File: config.mk
export PLATFORM = sky130hd
export DESIGN_NAME = sorted_min_priority_queue_unit_flat
export DESIGN_NICKNAME = d
export VERILOG_FILES = /design/src/rtl/spq_pkg.sv /design/src/rtl/spq_if.sv /design/src/rtl/sorted_min_priority_queue_unit.sv /design/src/rtl/spq_cell.sv /design/src/flat_wrapper.sv
export VERILOG_INCLUDE_DIRS = /design/src /design/src/rtl
export SDC_FILE = /design/constraint.sdc
export NUM_CORES = 2
export LEC_CHECK = 0
export BUFFER_PORTS_ARGS = -buffer_cell sky130_fd_sc_hd__buf_2
export CAP_MARGIN = 20
export CORE_UTILIZATION = 35
export CTS_BUF_LIST = sky130_fd_sc_hd__clkbuf_4
export DETAILED_ROUTE_END_ITERATION = 10
export PLACE_DENSITY = 0.61
export SYNTH_ARGS = -nofsm -noshare
export SYNTH_HDL_FRONTEND = slang
export SYNTH_SLANG_ARGS = --single-unit
File: constraint.sdc
create_clock -name clk -period 6.85 [get_ports clk]
set_clock_uncertainty 0.2 [all_clocks]
set_input_delay 0.3425 -clock clk [delete_from_list [all_inputs] [get_ports clk]]
set_output_delay 0.3425 -clock clk [all_outputs]
set_load 0.05 [all_outputs]
File: src/rtl/sorted_min_priority_queue_unit_defines.svh
// Assertion macros used by the queue top level
`ifndef SORTED_MIN_PRIORITY_QUEUE_UNIT_DEFINES_SVH
`define SORTED_MIN_PRIORITY_QUEUE_UNIT_DEFINES_SVH

`ifndef SYNTHESIS
// Same-cycle implication under reset
`define SPQ_ASSERT_IMPL(lbl, clk, rst_n, ante, cons) \
	lbl: assert property (@(posedge clk) disable iff (!rst_n) (ante) |-> (cons)) \
		else $error("spq assertion failed");
// Next-cycle implication under reset
`define SPQ_ASSERT_NEXT(lbl, clk, rst_n, ante, cons) \
	lbl: assert property (@(posedge clk) disable iff (!rst_n) (ante) |=> (cons)) \
		else $error("spq assertion failed");
`else
`define SPQ_ASSERT_IMPL(lbl, clk, rst_n, ante, cons)
`define SPQ_ASSERT_NEXT(lbl, clk, rst_n, ante, cons)
`endif

`endif

File: src/rtl/spq_pkg.sv
package spq_pkg;

	localparam int DEPTH   = 16;
	localparam int PRIO_W  = 16;
	localparam int PAY_W   = 16;
	localparam int CNT_W   = $clog2(DEPTH + 1);

	typedef enum logic [1:0] {
		OP_ENQ  = 2'd0,
		OP_DEQ  = 2'd1,
		OP_STAT = 2'd2
	} op_t;

	typedef enum logic [1:0] {
		ST_OK    = 2'd0,
		ST_FULL  = 2'd1,
		ST_EMPTY = 2'd2
	} status_t;

	typedef struct packed {
		logic [1:0]        opcode;
		logic [PRIO_W-1:0] priority_req;
		logic [PAY_W-1:0]  payload;
	} req_t;

	typedef struct packed {
		logic [1:0]        status;
		logic              removed_valid;
		logic [PRIO_W-1:0] removed_priority;
		logic [PAY_W-1:0]  removed_payload;
		logic              head_valid;
		logic [PRIO_W-1:0] head_priority;
		logic [PAY_W-1:0]  head_payload;
		logic [CNT_W-1:0]  occupancy;
	} rsp_t;

	typedef struct packed {
		logic [PRIO_W-1:0] prio;
		logic [PAY_W-1:0]  pay;
	} entry_t;

	// Broadcast from the controller to every cell
	typedef struct packed {
		logic   enq;
		logic   deq;
		entry_t ent;
	} cell_ctl_t;

endpackage

File: src/rtl/spq_if.sv
interface spq_req_if;
	logic          valid;
	logic          ready;
	spq_pkg::req_t data;

	modport source (output valid, output data, input ready);
	modport sink (input valid, input data, output ready);
endinterface

interface spq_rsp_if;
	logic          valid;
	logic          ready;
	spq_pkg::rsp_t data;

	modport source (output valid, output data, input ready);
	modport sink (input valid, input data, output ready);
endinterface

File: src/rtl/sorted_min_priority_queue_unit.sv
// Sorted min-priority queue of spq_pkg::DEPTH entries held in a row of cells, head in
// cell 0. Each request is an enqueue, a dequeue of the head or a status query, and
// yields one response with the status, the removed entry, the new head and the
// occupancy. Equal priorities leave in arrival order. Every cell compares the new
// priority with its own entry and shifts in step with its neighbours, so one request
// completes per cycle; the response register is the only stage, and a new request is
// taken whenever that register is empty or is being drained in the same cycle.
`include "sorted_min_priority_queue_unit_defines.svh"

module sorted_min_priority_queue_unit (
	input  logic      clk,
	input  logic      arst_n,
	spq_req_if.sink   req,
	spq_rsp_if.source rsp
);

	localparam int DEPTH = spq_pkg::DEPTH;
	localparam int CNT_W = spq_pkg::CNT_W;

	logic [CNT_W-1:0]   count_q;
	logic [CNT_W-1:0]   count_d;
	logic               out_valid_q;
	spq_pkg::rsp_t      rsp_q;
	spq_pkg::rsp_t      rsp_d;
	spq_pkg::cell_ctl_t ctl;
	logic               accept;
	logic               is_full;
	logic               is_empty;
	logic               enq_ok;
	logic               deq_ok;

	logic               stay  [DEPTH];
	logic               valid [DEPTH];
	spq_pkg::entry_t    ent   [DEPTH];
	spq_pkg::entry_t    ent_d [DEPTH];

	// Take a request when the response register is free or draining
	assign req.ready = !out_valid_q || rsp.ready;
	assign accept    = req.valid && req.ready;
	assign is_full   = (count_q == CNT_W'(DEPTH));
	assign is_empty  = (count_q == '0);
	assign enq_ok    = accept && (req.data.opcode == spq_pkg::OP_ENQ) && !is_full;
	assign deq_ok    = accept && (req.data.opcode == spq_pkg::OP_DEQ) && !is_empty;

	// Broadcast the request to the cells
	always_comb begin
		ctl.enq      = enq_ok;
		ctl.deq      = deq_ok;
		ctl.ent.prio = req.data.priority_req;
		ctl.ent.pay  = req.data.payload;
	end

	// Build the cell row
	for (genvar i = 0; i < DEPTH; i++) begin : g_cell
		logic            l_stay;
		spq_pkg::entry_t l_ent;
		spq_pkg::entry_t r_ent;

		assign valid[i] = (CNT_W'(i) < count_q);

		if (i == 0) begin : g_first
			assign l_stay = 1'b1;
			assign l_ent  = '0;
		end else begin : g_mid
			assign l_stay = stay[i-1];
			assign l_ent  = ent[i-1];
		end

		if (i == DEPTH - 1) begin : g_last
			assign r_ent = '0;
		end else begin : g_inner
			assign r_ent = ent[i+1];
		end

		spq_cell u_cell (
			.clk       (clk),
			.ctl       (ctl),
			.valid     (valid[i]),
			.left_stay (l_stay),
			.left_ent  (l_ent),
			.right_ent (r_ent),
			.stay      (stay[i]),
			.ent       (ent[i]),
			.ent_d     (ent_d[i])
		);
	end

	// Advance the occupancy
	always_comb begin
		count_d = count_q;
		if (enq_ok) begin
			count_d = count_q + 1'b1;
		end else if (deq_ok) begin
			count_d = count_q - 1'b1;
		end
	end

	// Assemble the response from the head after this request
	always_comb begin
		rsp_d = '0;
		case (req.data.opcode)
			spq_pkg::OP_ENQ: begin
				if (is_full) begin
					rsp_d.status = spq_pkg::ST_FULL;
				end
			end
			spq_pkg::OP_DEQ: begin
				if (is_empty) begin
					rsp_d.status = spq_pkg::ST_EMPTY;
				end
			end
			default: begin
				rsp_d.status = spq_pkg::ST_OK;
			end
		endcase
		if (deq_ok) begin
			rsp_d.removed_valid    = 1'b1;
			rsp_d.removed_priority = ent[0].prio;
			rsp_d.removed_payload  = ent[0].pay;
		end
		if (count_d != '0) begin
			rsp_d.head_valid    = 1'b1;
			rsp_d.head_priority = ent_d[0].prio;
			rsp_d.head_payload  = ent_d[0].pay;
		end
		rsp_d.occupancy = count_d;
	end

	always_ff @(posedge clk or negedge arst_n) begin
		if (!arst_n) begin
			count_q     <= '0;
			out_valid_q <= 1'b0;
		end else begin
			count_q <= count_d;
			if (accept) begin
				out_valid_q <= 1'b1;
			end else if (rsp.ready) begin
				out_valid_q <= 1'b0;
			end
		end
	end

	// Hold the response until it is taken
	always_ff @(posedge clk) begin
		if (accept) begin
			rsp_q <= rsp_d;
		end
	end

	assign rsp.valid = out_valid_q;
	assign rsp.data  = rsp_q;

	`SPQ_ASSERT_NEXT(a_enq_count, clk, arst_n, enq_ok, count_q == $past(count_q) + 1'b1)
	`SPQ_ASSERT_NEXT(a_deq_resp, clk, arst_n, deq_ok, out_valid_q && rsp_q.removed_valid)
	`SPQ_ASSERT_IMPL(a_head_order, clk, arst_n, count_q > CNT_W'(1), ent[0].prio <= ent[1].prio)
	`SPQ_ASSERT_IMPL(a_head_flag, clk, arst_n, out_valid_q, rsp_q.head_valid == (rsp_q.occupancy != '0))

endmodule

File: src/rtl/spq_cell.sv
module spq_cell (
	input  logic               clk,
	input  spq_pkg::cell_ctl_t ctl,
	input  logic               valid,
	input  logic               left_stay,
	input  spq_pkg::entry_t    left_ent,
	input  spq_pkg::entry_t    right_ent,
	output logic               stay,
	output spq_pkg::entry_t    ent,
	output spq_pkg::entry_t    ent_d
);

	spq_pkg::entry_t ent_q;

	// Keep the entry when it goes ahead of the new request
	assign stay = valid && (ent_q.prio <= ctl.ent.prio);

	// Pick the next contents: hold, take new, shift right or shift left
	always_comb begin
		ent_d = ent_q;
		if (ctl.enq) begin
			if (!stay) begin
				if (left_stay) begin
					ent_d = ctl.ent;
				end else begin
					ent_d = left_ent;
				end
			end
		end else if (ctl.deq) begin
			ent_d = right_ent;
		end
	end

	always_ff @(posedge clk) begin
		ent_q <= ent_d;
	end

	assign ent = ent_q;

endmodule
File: src/flat_wrapper.sv
// flat-port wrapper written by rule: the top's interface ports become plain ports
module sorted_min_priority_queue_unit_flat 
  (clk, arst_n, req_valid, req_data, req_ready, rsp_valid, rsp_data, rsp_ready);
  spq_req_if req_i ();
  spq_rsp_if rsp_i ();
  input  logic clk;
  input  logic arst_n;
  input wire logic [$bits(req_i.valid)-1:0] req_valid;
  input wire logic [$bits(req_i.data)-1:0] req_data;
  output wire logic [$bits(req_i.ready)-1:0] req_ready;
  output wire logic [$bits(rsp_i.valid)-1:0] rsp_valid;
  output wire logic [$bits(rsp_i.data)-1:0] rsp_data;
  input wire logic [$bits(rsp_i.ready)-1:0] rsp_ready;
  assign req_i.valid = req_valid;
  assign req_i.data = req_data;
  assign req_ready = req_i.ready;
  assign rsp_valid = rsp_i.valid;
  assign rsp_data = rsp_i.data;
  assign rsp_i.ready = rsp_ready;
  sorted_min_priority_queue_unit u_core (.clk(clk), .arst_n(arst_n), .req(req_i), .rsp(rsp_i));
endmodule
# Word level (Yosys, flattened, before mapping)
# Cells that the tools add are included.
dict set report totals {
  ff_bits 591
  in_bits 38
  out_inout_bits 75
  word_cells 210
}
dict set report classes {
  n_addsub 2
  n_lt_le_gt_ge 32
  eq_ne 17
  muxes 72
  reduce_logical 45
}
# operator n
set ops {}
lappend ops {{$mux 32} 63}
lappend ops {{$le 16x16->1} 16}
lappend ops {{$mux 33} 2}
lappend ops {{$lt 4x5->1 const A} 8}
lappend ops {{$ne 2x2->1 const B} 15}
lappend ops {{$reduce_and 2->1} 15}
lappend ops {{$logic_and 1x1->1} 21}
lappend ops {{$lt 3x5->1 const A} 4}
lappend ops {{$lt 1x5->1 const A} 2}
lappend ops {{$lt 2x5->1 const A} 2}
lappend ops {{$mux 5} 2}
lappend ops {{$add 5x1->5 const B} 1}
lappend ops {{$eq 5x5->1 const B} 1}
lappend ops {{$logic_not 5->1} 1}
lappend ops {{$reduce_bool 5->1} 1}
lappend ops {{$sub 5x1->5 const B} 1}
lappend ops {{$pmux 2 s2} 1}
lappend ops {{$reduce_bool 2->1} 2}
lappend ops {{$logic_not 1->1} 3}
lappend ops {{$mux 1} 3}
lappend ops {{$eq 2x1->1 const B} 1}
lappend ops {{$logic_not 2->1} 1}
lappend ops {{$mux 2} 1}
lappend ops {{$logic_or 1x1->1} 1}

# Depth between registers and ports, before layout
dict set report depth {
  depth_word 9
  mapped_depth 12
  mapped_depth_nobuf 9
}

# Modules after synthesis
# A second synthesis with hierarchy kept.
dict set report hier_totals {
  hier_cells 4678
  hier_area_um2 43346.6
}
# mod n_inst cells_per_inst area_per_inst_um2 seq_area_each_um2
set by_module_without_submodules {}
lappend by_module_without_submodules {spq_cell 16 277 2484.9 640.6}
lappend by_module_without_submodules {sorted_min_priority_queue_unit 1 246 3588.4 2342.2}

# Worst setup path before layout
# No wires, ideal clock.
dict set report synth_path {
  path_type {input port to flip-flop}
  startpoint {input req_data[31]}
  endpoint {register u_core.g_cell[11].u_cell.ent_q (netlist bit u_core.g_cell[11].u_cell.ent[0]), enable pin}
  setup_ps 466
  arrival_ps 4915
  setup_slack_ps 1269
  stages 11
  path_buffers 3
  path_cell_list {clkbuf_1 -> inv_1 -> ha_1 -> nand4_1 -> or4_1 -> a21oi_1 -> a211oi_1 -> a21o_1 -> buf_2 -> buf_2 -> o21ai_0}
}
dict set report synth_via {
  elab_chain_cells 4
}
# element line
set synth_lines {}
lappend synth_lines {{from (decl)} flat_wrapper.sv:9} ;# input wire logic [$bits(req_i.data)-1:0] req_data;
lappend synth_lines {{$le 16x16->1} spq_cell.sv:16} ;# assign stay = valid && (ent_q.prio <= ctl.ent.prio);
lappend synth_lines {{$logic_and 1x1->1} spq_cell.sv:16}
lappend synth_lines {{$ne 2x2->1 (no source line)} n/a}
lappend synth_lines {{$reduce_and 2->1 (no source line)} n/a}
lappend synth_lines {{to (signal assigned)} spq_cell.sv:35} ;# ent_q <= ent_d;
lappend synth_lines {{to (decl)} spq_cell.sv:13} ;# spq_pkg::entry_t ent_q;
# No other way between the ends.
# A chain may end at the register's enable or synchronous reset.

# Final worst setup path
dict set report layout_path {
  startpoint {register u_core.count_q[1]}
  endpoint {register u_core.rsp_q (netlist bit u_core.rsp.data[21]), data pin}
}
dict set report layout_via {
  elab_chain_cells 6
}
# element line
set layout_lines {}
lappend layout_lines {{from (decl)} sorted_min_priority_queue_unit.sv:20} ;# logic [CNT_W-1:0] count_q;
lappend layout_lines {{from (signal assigned)} sorted_min_priority_queue_unit.sv:134} ;# count_q <= count_d;
lappend layout_lines {{parallel branches: the longest is 6 deep, another holds $sub 5x1->5} n/a}
lappend layout_lines {{to (signal assigned)} sorted_min_priority_queue_unit.sv:146} ;# rsp_q <= rsp_d;
lappend layout_lines {{to (decl)} sorted_min_priority_queue_unit.sv:23} ;# spq_pkg::rsp_t rsp_q;
# Several ways; the timed one is not identified.

==> summary.log <==
qor: detailed_routing.residual_antenna_violating_net_count_after_detailed_routing 0
qor: place.place.detailed.instances 4522
qor: global_routing.vias_in_the_first_global_route 26710
qor: detailed_routing.drt_iter0_drc 2604
qor: worst_setup_path.setup.worst_path.class flop to flop
qor: clocking.clock_buffers_created_by_tritoncts 154
qor: detailed_routing.detail_route.wl_per_cell 22.18 um
qor: floorplanning.design.core.area 98560 sq um
qor: timing.timing.final.crit_period 4.475 ns
qor: timing.maxClockFrequency 223.5 MHz
qor: timing.finalSetupViolCount 0
qor: worst_setup_path.critical-path-max-stage-delay 0.63 ns
qor: detailed_routing.drc_errors 0
qor: clocking.clock_tree.root_cell sky130_fd_sc_hd__clkbuf_4
qor: timing.fin_hold_ws 0.1079 ns
qor: logic_synthesis.largest_family_of_logic_cells_by_synthesized_area compound AO/OA/AOI/OAI gates
qor: logic_synthesis.count_of_mapped_cells_out_of_synthesis 3322
qor: job.cap_viol_max_count 0
qor: place.cell_area_after_placement 36670 sq um
qor: global_routing.grt_max_degree 169
qor: timing.worstMarginPinSlew 1.089 ns
qor: final_layout.num-nets-final 3735
qor: power.ir_worst_vdd 0.1920 mV
qor: logic_synthesis.synthesis.area 34890 sq um
qor: timing.unrepaired_setup_endpoints_after_global_routing no
qor: floorplanning.io_pins 113
qor: detailed_routing.detail_route.first_pass.iterations 6
qor: logic_synthesis.synth-adder-area-share 9.324%
qor: clocking.worst_skew_pair.late_latency 1.05 ns
qor: worst_setup_path.worst_path_dominant_cell_family simple AND/OR/NAND/NOR gates
qor: detailed_routing.route.layer.met1.wl 46780 um
qor: detailed_routing.route.vias.total 27440
qor: global_routing.grt_first_pass_wirelength 163800 um
qor: global_routing.number_of_antenna_violations_at_the_first_check_in_global_routing 10
qor: detailed_routing.routed-wl-met3 7567 um
qor: floorplanning.initial_core_utilization 35.40%
qor: detailed_routing.topRoutingLayerUsed met5
qor: final_layout.layout-area-overhead-vs-synth 12.48%
qor: worst_setup_path.cp_cell_sequence inv_1 > ha_1 > or3b_4 > or2_1 > and2_4 > nor2_8 > a22oi_2 > nor4_4 > buf_4 > a211oi_1
qor: place.placement.setup.worst_slack 2.058 ns
qor: timing.final_critical_path_setup_slack 2.375 ns
qor: logic_synthesis.yosysUniqueCellTypes 69
qor: logic_synthesis.synth_edf_count 553
qor: logic_synthesis.count_of_synthesis_stage_warnings_from_yosys 0
qor: detailed_routing.post_drt_via_cell_ratio 5.657
qor: floorplanning.placement_rows 115
qor: power.overall_power 12.35 mW
qor: logic_synthesis.synthArstFlopShare 1.015%
qor: clocking.worst_setup_hold_path_clk_slew 0.07 ns
qor: final_layout.layout-drive-gt1-share 14.52%
qor: worst_setup_path.worstPathRequired 7.40 ns
qor: logic_synthesis.post_synthesis_compound_gate_area_fraction 15.80%
qor: clocking.ctsLongestPathBuffers 3
qor: place.port_buffers 112
qor: final_layout.post-route-util 39.81%
qor: logic_synthesis.synth_most_common_cell sky130_fd_sc_hd__edfxtp_1
qor: run_status.status finished clean
qor: logic_synthesis.synthTopCellsByArea sky130_fd_sc_hd__edfxtp_1 48%, sky130_fd_sc_hd__ha_1 9.3%, sky130_fd_sc_hd__mux2i_1 8.3%, sky130_fd_sc_hd__a21oi_1 4.7%, sky130_fd_sc_hd__nor2_1 4.1%
qor: worst_setup_path.timing.critical_path.from_type flop
qor: power.cellLeakagePower 14.82 nW
qor: logic_synthesis.average_footprint_of_a_synthesized_cell 10.50 sq um
qor: logic_synthesis.portion_of_the_post_synthesis_area_used_by_sequential_elements 49.86%
qor: timing.finalMaxSlewViolations 0
qor: logic_synthesis.synth.ff_latch_count 591
qor: logic_synthesis.synthFlopType sky130_fd_sc_hd__edfxtp_1
qor: timing.totalNegativeSetupSlack 0 ns
qor: worst_setup_path.critical_path.max_fanout 50
qor: clocking.htree_levels 4
qor: clocking.numClockSinks 591
qor: logic_synthesis.synth_largest_type_area_fraction 47.60%
qor: floorplanning.die-width 317.7 um
qor: detailed_routing.routed_wirelength 107600 um
qor: logic_synthesis.synth.cells.most_frequent 553 x sky130_fd_sc_hd__edfxtp_1, 381 x sky130_fd_sc_hd__nor2_1, 327 x sky130_fd_sc_hd__a21oi_1
qor: logic_synthesis.synth_simple_gate_area_share 12.73%
qor: logic_synthesis.mappedNetlistNets 3620
qor: clocking.buffer_count_from_post_cts_setup_fixing 0
qor: worst_setup_path.cpMaxStageDelayCell sky130_fd_sc_hd__nor2_8
qor: logic_synthesis.post_synthesis_xor_xnor_area_fraction 0.02510%
qor: logic_synthesis.synth.area.mux_share 8.320%
qor: final_layout.stdcell_area 39240 sq um
qor: worst_hold_path.hp-class input pin to flop
qor: power.powerDensity 314.8 nW/um^2
qor: detailed_routing.route.met2.wl 49670 um
qor: worst_setup_path.worstSetupEndpointType flop
qor: timing.timing_hold_violations_final 0
qor: clocking.tritoncts done
qor: global_routing.globalRouteOverflowTotal 0
qor: worst_setup_path.arrival 5.02 ns
qor: floorplanning.fp.dieH 317.7 um
qor: worst_setup_path.critical_path_buf_inv_count 2
qor: floorplanning.die_footprint 101000 sq um
qor: place.hpwl 74150 um
qor: logic_synthesis.netlist.top_cell.by_area sky130_fd_sc_hd__edfxtp_1
qor: place.gp_congestion 0.9063
qor: timing.post-route-period-util 65.33%
qor: global_routing.aggregate_global_route_resource_usage 20.98%
qor: timing.worst_slew_margin 25.50%
qor: final_layout.stdcell_count 4850
[layout make-up]
| cell class | count | area [sq um] |
|---|---|---|
| tap | 1287 | 1610 |
| timing repair buffer | 207 | 1516 |
| sequential | 591 | 17400 |
| multi-input combinational | 2408 | 16360 |
| antenna | 10 | 25.02 |
| fill | 9507 | 59320 |
| clock inverter | 36 | 282.8 |
| inverter | 75 | 284.0 |
| clock buffer | 236 | 1772 |
[kinds of logic after synthesis]
group | Yosys count
compound gates | 849
xor+xnor | 1
fa+ha+maj | 260
buf+inv | 323
flops | 591
mux | 290
simple gates | 1008
[repair_timing]
item | 4_1_cts | 5_1_grt
resized for setup | 0 | 0
hold endpoints to repair | 576 | 0
hold buffers | 43 | 0
[worst register-to-register path, delay by kind of cell, from the launching register on]
kind	cells	cell delay, ns
compound gates	2	0.36
flops	1	0.53
buf+inv	2	0.71
fa+ha+maj	1	0.24
simple gates	5	2.14
[per-layer routing]
| layer | GRT usage (%) | vias up |
|---|---|---|
| li1 | - | 12840 |
| met1 | 27.88 | 13230 |
| met2 | 33.50 | 1155 |
| met3 | 3.929 | 205 |
| met4 | 8.684 | 6 |
| met5 | 0 | - |
[worst paths after layout]
kind	end	start	slack, ns	cells after the start
worst max-delay path	u_core.rsp.data[21]	u_core.count_q[1]	2.37	10
worst min-delay path	u_core.rsp.data[4]	rsp_ready	0.11	4
worst max register to register	u_core.rsp.data[21]	u_core.count_q[1]	2.37	10
worst min register to register	u_core.g_cell[12].u_cell.ent[3]	u_core.g_cell[13].u_cell.ent[3]	0.33	2
max in group asynchronous	u_core.count_q[4]	arst_n	5.61	4
min in group asynchronous	u_core.rsp.valid	arst_n	0.59	4
[power by group]
part	switching (mW)	leakage (nW)	internal [mW]
logic	2.65	8.13	1.38
clock network	1.53	1.21	1.75
registers	0.464	5.48	4.58
total	4.64	14.8	7.71
[sequential cells by signal (all words and copies together), names as in the netlist]
register                  count
u_core.count_q                5
u_core.g_cell.u_cell.ent    512
u_core.rsp.data              73
u_core.rsp.valid              1
[cells in the final DEF, fill, tap and decap left out, types with 7 or more instances in the layout]
cell and instances:
sky130_fd_sc_hd__nor2_1 379, sky130_fd_sc_hd__diode_2 10, sky130_fd_sc_hd__dlygate4sd3_1 43, sky130_fd_sc_hd__nand4_1 51
sky130_fd_sc_hd__edfxtp_1 553, sky130_fd_sc_hd__a21oi_1 327, sky130_fd_sc_hd__and2_1 32, sky130_fd_sc_hd__nand2_1 316
sky130_fd_sc_hd__ha_1 260, sky130_fd_sc_hd__clkinv_1 26, sky130_fd_sc_hd__nor3_1 16, sky130_fd_sc_hd__a221oi_1 32
sky130_fd_sc_hd__clkbuf_4 236, sky130_fd_sc_hd__mux2i_1 290, sky130_fd_sc_hd__a211oi_1 16, sky130_fd_sc_hd__nand3_1 143
sky130_fd_sc_hd__o22ai_1 35, sky130_fd_sc_hd__o21a_1 9, sky130_fd_sc_hd__a221o_1 33, sky130_fd_sc_hd__o21ai_4 12
sky130_fd_sc_hd__nor4_1 7, sky130_fd_sc_hd__nor2b_1 16, sky130_fd_sc_hd__dfxtp_1 32, sky130_fd_sc_hd__o211ai_1 107
sky130_fd_sc_hd__o221a_2 32, sky130_fd_sc_hd__inv_1 73, sky130_fd_sc_hd__o21ai_0 162, sky130_fd_sc_hd__buf_4 43
sky130_fd_sc_hd__a21o_1 20, sky130_fd_sc_hd__buf_2 112, sky130_fd_sc_hd__a211oi_2 29
No activity file was read; power rests on OpenSTA's default activity.
